## config.mk

```make
export PLATFORM = sky130hd
export DESIGN_NAME = olid_cell
export DESIGN_NICKNAME = d
export VERILOG_FILES = /design/src/rtl/core/olid_pkg.sv /design/src/rtl/core/olid_cell.sv
export SDC_FILE = /design/constraint.sdc
export NUM_CORES = 1
export LEC_CHECK = 0
export BUFFER_PORTS_ARGS = -buffer_cell sky130_fd_sc_hd__buf_2
export CELL_PAD_IN_SITES_DETAIL_PLACEMENT = 0
export CELL_PAD_IN_SITES_GLOBAL_PLACEMENT = 2
export CORE_MARGIN = 5
export CORE_UTILIZATION = 25
export DETAILED_ROUTE_END_ITERATION = 10
export PLACE_DENSITY_LB_ADDON = 0.1
export SLEW_MARGIN = 40
export SYNTH_ARGS = -nofsm -noshare
export SYNTH_HDL_FRONTEND = slang
export SYNTH_SLANG_ARGS = --single-unit
export TNS_END_PERCENT = 20
```

## constraint.sdc

```tcl
create_clock -name clk -period 4.25 [get_ports clk]
set_input_delay 0.2125 -clock clk [delete_from_list [all_inputs] [get_ports clk]]
set_output_delay 0.2125 -clock clk [all_outputs]
set_load 0.1 [all_outputs]
```

## src/rtl/core/olid_pkg.sv

```systemverilog
package olid_pkg;

	// Default list depth.
	localparam int CAPACITY_DEFAULT = 64;

	// Fixed field widths of the command and response words.
	localparam int VALUE_W    = 32;
	localparam int POSITION_W = 16;
	localparam int STATUS_W   = 2;
	localparam int INDEX_W    = 7;
	localparam int LENGTH_W   = 7;

	// Operation codes.
	localparam logic OP_INSERT = 1'b0;
	localparam logic OP_DELETE = 1'b1;

	// Status codes.
	localparam logic [STATUS_W-1:0] ST_INSERTED  = 2'd0;
	localparam logic [STATUS_W-1:0] ST_REMOVED   = 2'd1;
	localparam logic [STATUS_W-1:0] ST_NOT_FOUND = 2'd2;
	localparam logic [STATUS_W-1:0] ST_FULL      = 2'd3;

	// Command word.
	typedef struct packed {
		logic                        operation;
		logic signed [VALUE_W-1:0]   value;
		logic [POSITION_W-1:0]       position;
	} cmd_word_t;

	// Response word.
	typedef struct packed {
		logic [STATUS_W-1:0] status;
		logic [INDEX_W-1:0]  index;
		logic [LENGTH_W-1:0] length;
	} rsp_word_t;

	// Controller states.
	typedef enum logic [1:0] {
		S_IDLE,
		S_SCAN,
		S_WAIT
	} state_t;

	// Commands broadcast to every cell of the chain.
	typedef enum logic [2:0] {
		C_HOLD,
		C_INSERT,
		C_REMOVE,
		C_START,
		C_STEP
	} cell_cmd_t;

	// Control broadcast from the controller to the cells.
	typedef struct packed {
		cell_cmd_t                 cmd;
		logic signed [VALUE_W-1:0] data;
	} cell_ctrl_t;

endpackage

```

## src/rtl/core/olid_cell.sv

```systemverilog
module olid_cell #(
	parameter int CAPACITY = olid_pkg::CAPACITY_DEFAULT,
	parameter int IDX      = 0
) (
	input  logic                                clk,
	input  logic                                arst_n,
	input  olid_pkg::cell_ctrl_t                ctrl,
	input  logic [$clog2(CAPACITY)-1:0]         slot,
	input  logic signed [olid_pkg::VALUE_W-1:0] prev_entry,
	input  logic signed [olid_pkg::VALUE_W-1:0] next_entry,
	input  logic                                prev_wave,
	output logic signed [olid_pkg::VALUE_W-1:0] entry,
	output logic                                wave,
	output logic                                hit
);
	import olid_pkg::*;

	localparam int IW = $clog2(CAPACITY);
	localparam logic [IW-1:0] MY_IDX = IW'(IDX);

	logic signed [VALUE_W-1:0] entry_q;
	logic                      wave_q;
	logic                      passed_q;

	// Entry storage: take the new value, shift up on insert, close the gap on remove.
	always_ff @(posedge clk) begin
		unique case (ctrl.cmd)
			C_INSERT: begin
				if (slot == MY_IDX) begin
					entry_q <= ctrl.data;
				end else if (MY_IDX > slot) begin
					entry_q <= prev_entry;
				end
			end
			C_REMOVE: begin
				if (!passed_q && (IDX < CAPACITY - 1)) begin
					entry_q <= next_entry;
				end
			end
			default: begin
			end
		endcase
	end

	// Search token and the mark left behind as it moves up the chain.
	always_ff @(posedge clk or negedge arst_n) begin
		if (!arst_n) begin
			wave_q   <= 1'b0;
			passed_q <= 1'b0;
		end else begin
			unique case (ctrl.cmd)
				C_START: begin
					wave_q   <= (IDX == 0);
					passed_q <= 1'b0;
				end
				C_STEP: begin
					if (wave_q) begin
						passed_q <= 1'b1;
					end
					wave_q <= prev_wave;
				end
				C_REMOVE: begin
					wave_q <= 1'b0;
				end
				default: begin
				end
			endcase
		end
	end

	assign entry = entry_q;
	assign wave  = wave_q;
	assign hit   = wave_q && (entry_q == ctrl.data);

endmodule

```

# After elaboration in Yosys (flattened, before gate mapping)
# Cells that the tools add are included.
[word_totals]
memories = 0
romBits = 0
ff_bits = 34
word_cells = 26
latchBits = 0
mem_bits_rw = 0
in_bits = 108
[classes]
eq_ne = 8
reduce_logical = 7
shift = 0
n_mul = 0
muxes = 7
n_addsub = 0
n_lt_le_gt_ge = 1
bitwise = 0
div = 0
[ops]
columns = ["cell", "count"]
rows = [
  ["32-bit two-way mux", 3],
  ["32-bit one-hot mux with 2 select lines", 1],
  ["32-bit equality test", 1],
  ["3-bit by 2-bit equality test with 1-bit output, second input constant", 2],
  ["1-bit by 6-bit > comparator with 1-bit output, first input constant", 1],
  ["6-bit zero test", 1],
  ["2-bit != test, second input constant", 2],
  ["2-bit nonzero test", 2],
  ["3-bit by 1-bit equality test with 1-bit output, second input constant", 1],
  ["3-bit equality test, second input constant", 1],
  ["3-bit != test, second input constant", 1],
  ["1-bit one-hot mux with 3 select lines", 1],
  ["3-bit AND reduction", 1],
  ["3-bit nonzero test", 1],
  ["1-bit one-hot mux with 2 select lines", 1],
  ["2-bit AND reduction", 1],
  ["1-bit logical AND", 1],
  ["1-bit two-way mux", 1],
]

# Longest topological paths before layout
[logic_depth]
ltp_word = 4
depth_mapped = 5
ltp_nobuf = 4

# Worst setup path before layout
# Ideal clock, no wire load.
[synth_timing]
kind = "reg-to-output"
start = "reg entry_q[20], in the netlist entry[20]"
end = "out hit"
path_stages_with_launch = 5
arrival_time_ns = 3.372
required_ns = 4.038
slack_ns = 0.666
path_buffers = 0
path_cell_list = "edfxtp_1 -> inv_1 -> a2111oi_2 -> o2111ai_1 -> nor4_2"
[synth_via]
elab_chain_cells = 2
[synth_lines]
columns = ["item", "line", "text"]
rows = [
  ["from (decl)", "olid_cell.sv:21", "logic signed [VALUE_W-1:0] entry_q;"],
  ["from (signal assigned)", "olid_cell.sv:30", "entry_q <= ctrl.data;"],
  ["from (signal assigned)", "olid_cell.sv:32", "entry_q <= prev_entry;"],
  ["from (signal assigned)", "olid_cell.sv:37", "entry_q <= next_entry;"],
  ["32-bit equality test", "olid_cell.sv:73", "assign hit = wave_q && (entry_q == ctrl.data);"],
  ["1-bit logical AND", "olid_cell.sv:73", ""],
  ["to (decl)", "olid_cell.sv:14", "output logic hit"],
]
# Every way passes these cells.

# Worst setup path after layout
[layout_timing]
start = "reg entry_q[14], in the netlist entry[14]"
end = "out hit"
# The elaborated chain is that of the path after synthesis.

==> results_dict.tcl <==
set metrics [dict create \
    grt_usage_pct 12.77 \
    crit_chain "xor2_1 > nor4_1 > nand4_1 > nor4_2 > buf_2" \
    holdWs_ns 0.2019 \
    vdd_drop_max_v 0.0001081 \
    report.final.setup_viol 0 \
    vias 1965 \
    grt_pass1_wl_um 10340 \
    cts_sinks 34 \
    cp-start-kind "flop" \
    dieHeight_um 102.8 \
    fin_crit_sh_pct 57.74 \
    core_area_um2 8299 \
    avgViaCountPerCell 4.367 \
    maxCapViolCount 0 \
    fin_nets 452 \
    grt_max_degree 35 \
    dr.pass1.iters 4 \
    cts_buffers 5 \
    synth_top_area_share_pct 44.68 \
    critPathMaxStageDelay_ns 0.48 \
    drt-total-wl_um 6905 \
    path_clk_slew_ns 0.07 \
    syn_area_per_cell_um2 10.70 \
    worstHoldPathType "input port to flop" \
    powerDensity_nw_per_um2 263.4 \
    io_pins 142 \
    place_hpwl_um 5590 \
    ys_top_cells_by_area "edfxtp_1 (45%), mux2i_1 (15%), xor2_1 (11%)" \
    root_buffer "clkbuf_8" \
    routedWlPerCell_um 15.34 \
    synth_area_um2 2151 \
    yosysSeqAreaShare_pct 47.00 \
    globalRouteOverflowTotal 0 \
    area_growth_pct 43.63 \
    crit_fanout 2 \
    cts_htree_levels 2 \
    setup_tns_ns 0 \
    synthCells 201 \
    grt_pass1_vias 2076 \
    drc_errors 0 \
    p_leak_nw 1.522 \
    worst_setup_path_end_kind "output port" \
    rsz0062_at_grt "false" \
    fp.dieW_um 102.8 \
    criticalPathCategory "flop to output port" \
    cp_num_buf_inv 1 \
    syn_nets 309 \
    first_iter_violations 38 \
    path_delay_family "simple AND/OR/NAND/NOR gates" \
    worst_pin_slew_ns 0.6475 \
    finalMaxSlewViolations 0 \
    worstPathArrival_ns 2.24 \
    gp_congestion 0.7052 \
    postCtsSetupBuffers 0 \
    maxSlewHeadroom_pct 56.73 \
    synth_warnings 0 \
    ant_nets 0 \
    initial_core_util_pct 25.92 \
    drive_gt1_share_pct 45.22 \
    rows 33 \
    synth-seq-cells 34 \
    period_minus_slack_ns 2.454 \
    clkLatencyLatePin_ns 0.28 \
    yosysUniqueCellTypes 29 \
    synth_largest_area_cell "edfxtp_1" \
    cts_tree "built" \
    die-area_um2 10560 \
    max_freq_ghz 0.4075 \
    final-hold-violation-count 0 \
    crit_required_ns 4.04 \
    status "finished clean" \
    clockBufferDepth 2 \
    crit_slowest_cell "buf_2" \
    portBuffers 141 \
    antenna_found_initial 1 \
    n_antenna_cell 0 \
    skew_ns 0.003228 \
]
layer usage:
metal	share of wire (%)	up-vias	track usage [%]
met5	0.19	-	0
met4	0.74	2	3.586
met3	11	6	4.601
met2	45	83	20.21
met1	44	858	16.49
li1	-	1016	-
worst min-delay path, stage by stage:
cell and delay [ns]:
buf_2 0.07, nand2_1 0.03, o21ai_0 0.06
kinds of logic (layout without fill, tap and decap cells):
| logic type | Yosys count | count (layout) | share of synthesized area [%] |
|---|---|---|---|
| mux | 32 | 32 | 14.89 |
| compound gates | 39 | 39 | 10.06 |
| simple gates | 53 | 53 | 12.04 |
| xor+xnor | 31 | 31 | 12.62 |
| flops | 34 | 34 | 47.00 |
| buf+inv | 12 | 156 | 3.374 |
stage by stage:
step	cells	instance area (um^2)	setup WS, ns	util, %	power (mW)
floorplan	201	2151	0.6658	-	0.5052
global placement	439	2950	2.060	35.55	0.5873
detailed placement	441	2998	2.095	36.12	0.5901
CTS	450	3089	1.756	37.22	0.8261
global route	450	3089	1.660	37.22	0.8573
finish	450	3089	1.796	37.22	0.8136
worst paths after layout:
kind | from | end | slack [ns] | depth (start not counted)
setup / recovery | entry[14]$_DFFE_PP_ | hit | 1.80 | 5
hold / removal | next_entry[14] | entry[14]$_DFFE_PP_ | 0.20 | 3
setup reg to reg | passed_q$_DFFE_PN0P_ | entry[31]$_DFFE_PP_ | 2.46 | 4
hold reg to reg | passed_q$_DFFE_PN0P_ | passed_q$_DFFE_PN0P_ | 0.52 | 2
max in group asynchronous | arst_n | passed_q$_DFFE_PN0P_ | 3.90 | 2
min in group asynchronous | arst_n | wave$_DFFE_PN0P_ | 0.25 | 2
placed cells by master, fill, tap and decap left out, types with 3 or more instances in the layout:
| cell | netlist | final |
|---|---|---|
| clkbuf_8 | 0 | 5 |
| inv_1 | 3 | 3 |
| edfxtp_1 | 32 | 32 |
| mux2i_1 | 32 | 32 |
| buf_2 | 4 | 141 |
| xnor2_1 | 4 | 4 |
| xor2_1 | 27 | 27 |
| nand2_1 | 36 | 36 |
| nor4_1 | 6 | 6 |
| o21ai_1 | 12 | 12 |
| o21ai_0 | 21 | 21 |
cells in the mapped netlist:
cell       instances
clkbuf_1           2
or3_1              1
o21ai_1           12
a221o_1            1
nand4_1            2
mux2i_1           32
buf_2              4
nor4_4             1
a31oi_1            1
a2111oi_2          1
o22ai_1            1
nand2_2            1
nand3_1            1
xnor2_1            4
o2111ai_1          1
buf_6              3
xor2_1            27
nor2_1             1
o21ai_0           21
nor4_1             6
a21oi_1            1
nor4_2             1
dfrtp_1            2
nand2b_1           1
inv_1              3
edfxtp_1          32
nor2_2             1
and3_1             1
nand2_1           36
power breakdown:
group | internal, mW | switching [mW]
Combinational | 0.0733 | 0.120
Clock | 0.113 | 0.121
Sequential | 0.380 | 0.00698
registers in the layout (all words and copies together), names as in the netlist:
name and cells:
entry 32, passed_q 1, wave 1
cell type report:
cell class / count / area, um^2
Fill cell: 887 / 5210
Multi-Input combinational cell: 155 / 1089
Sequential cell: 34 / 1011
Timing Repair Buffer: 145 / 765.7
Tap cell: 105 / 131.4
Clock buffer: 6 / 72.57
Inverter: 3 / 11.26
Clock inverter: 2 / 8.758
what timing repair did:
action	in CTS	in global routing
gates resized for setup	0	0
hold buffers	1	0
endpoints found under the setup margin	0	0
hold endpoints to repair	2	0
Note: power is estimated with default switching activity, not from simulation.
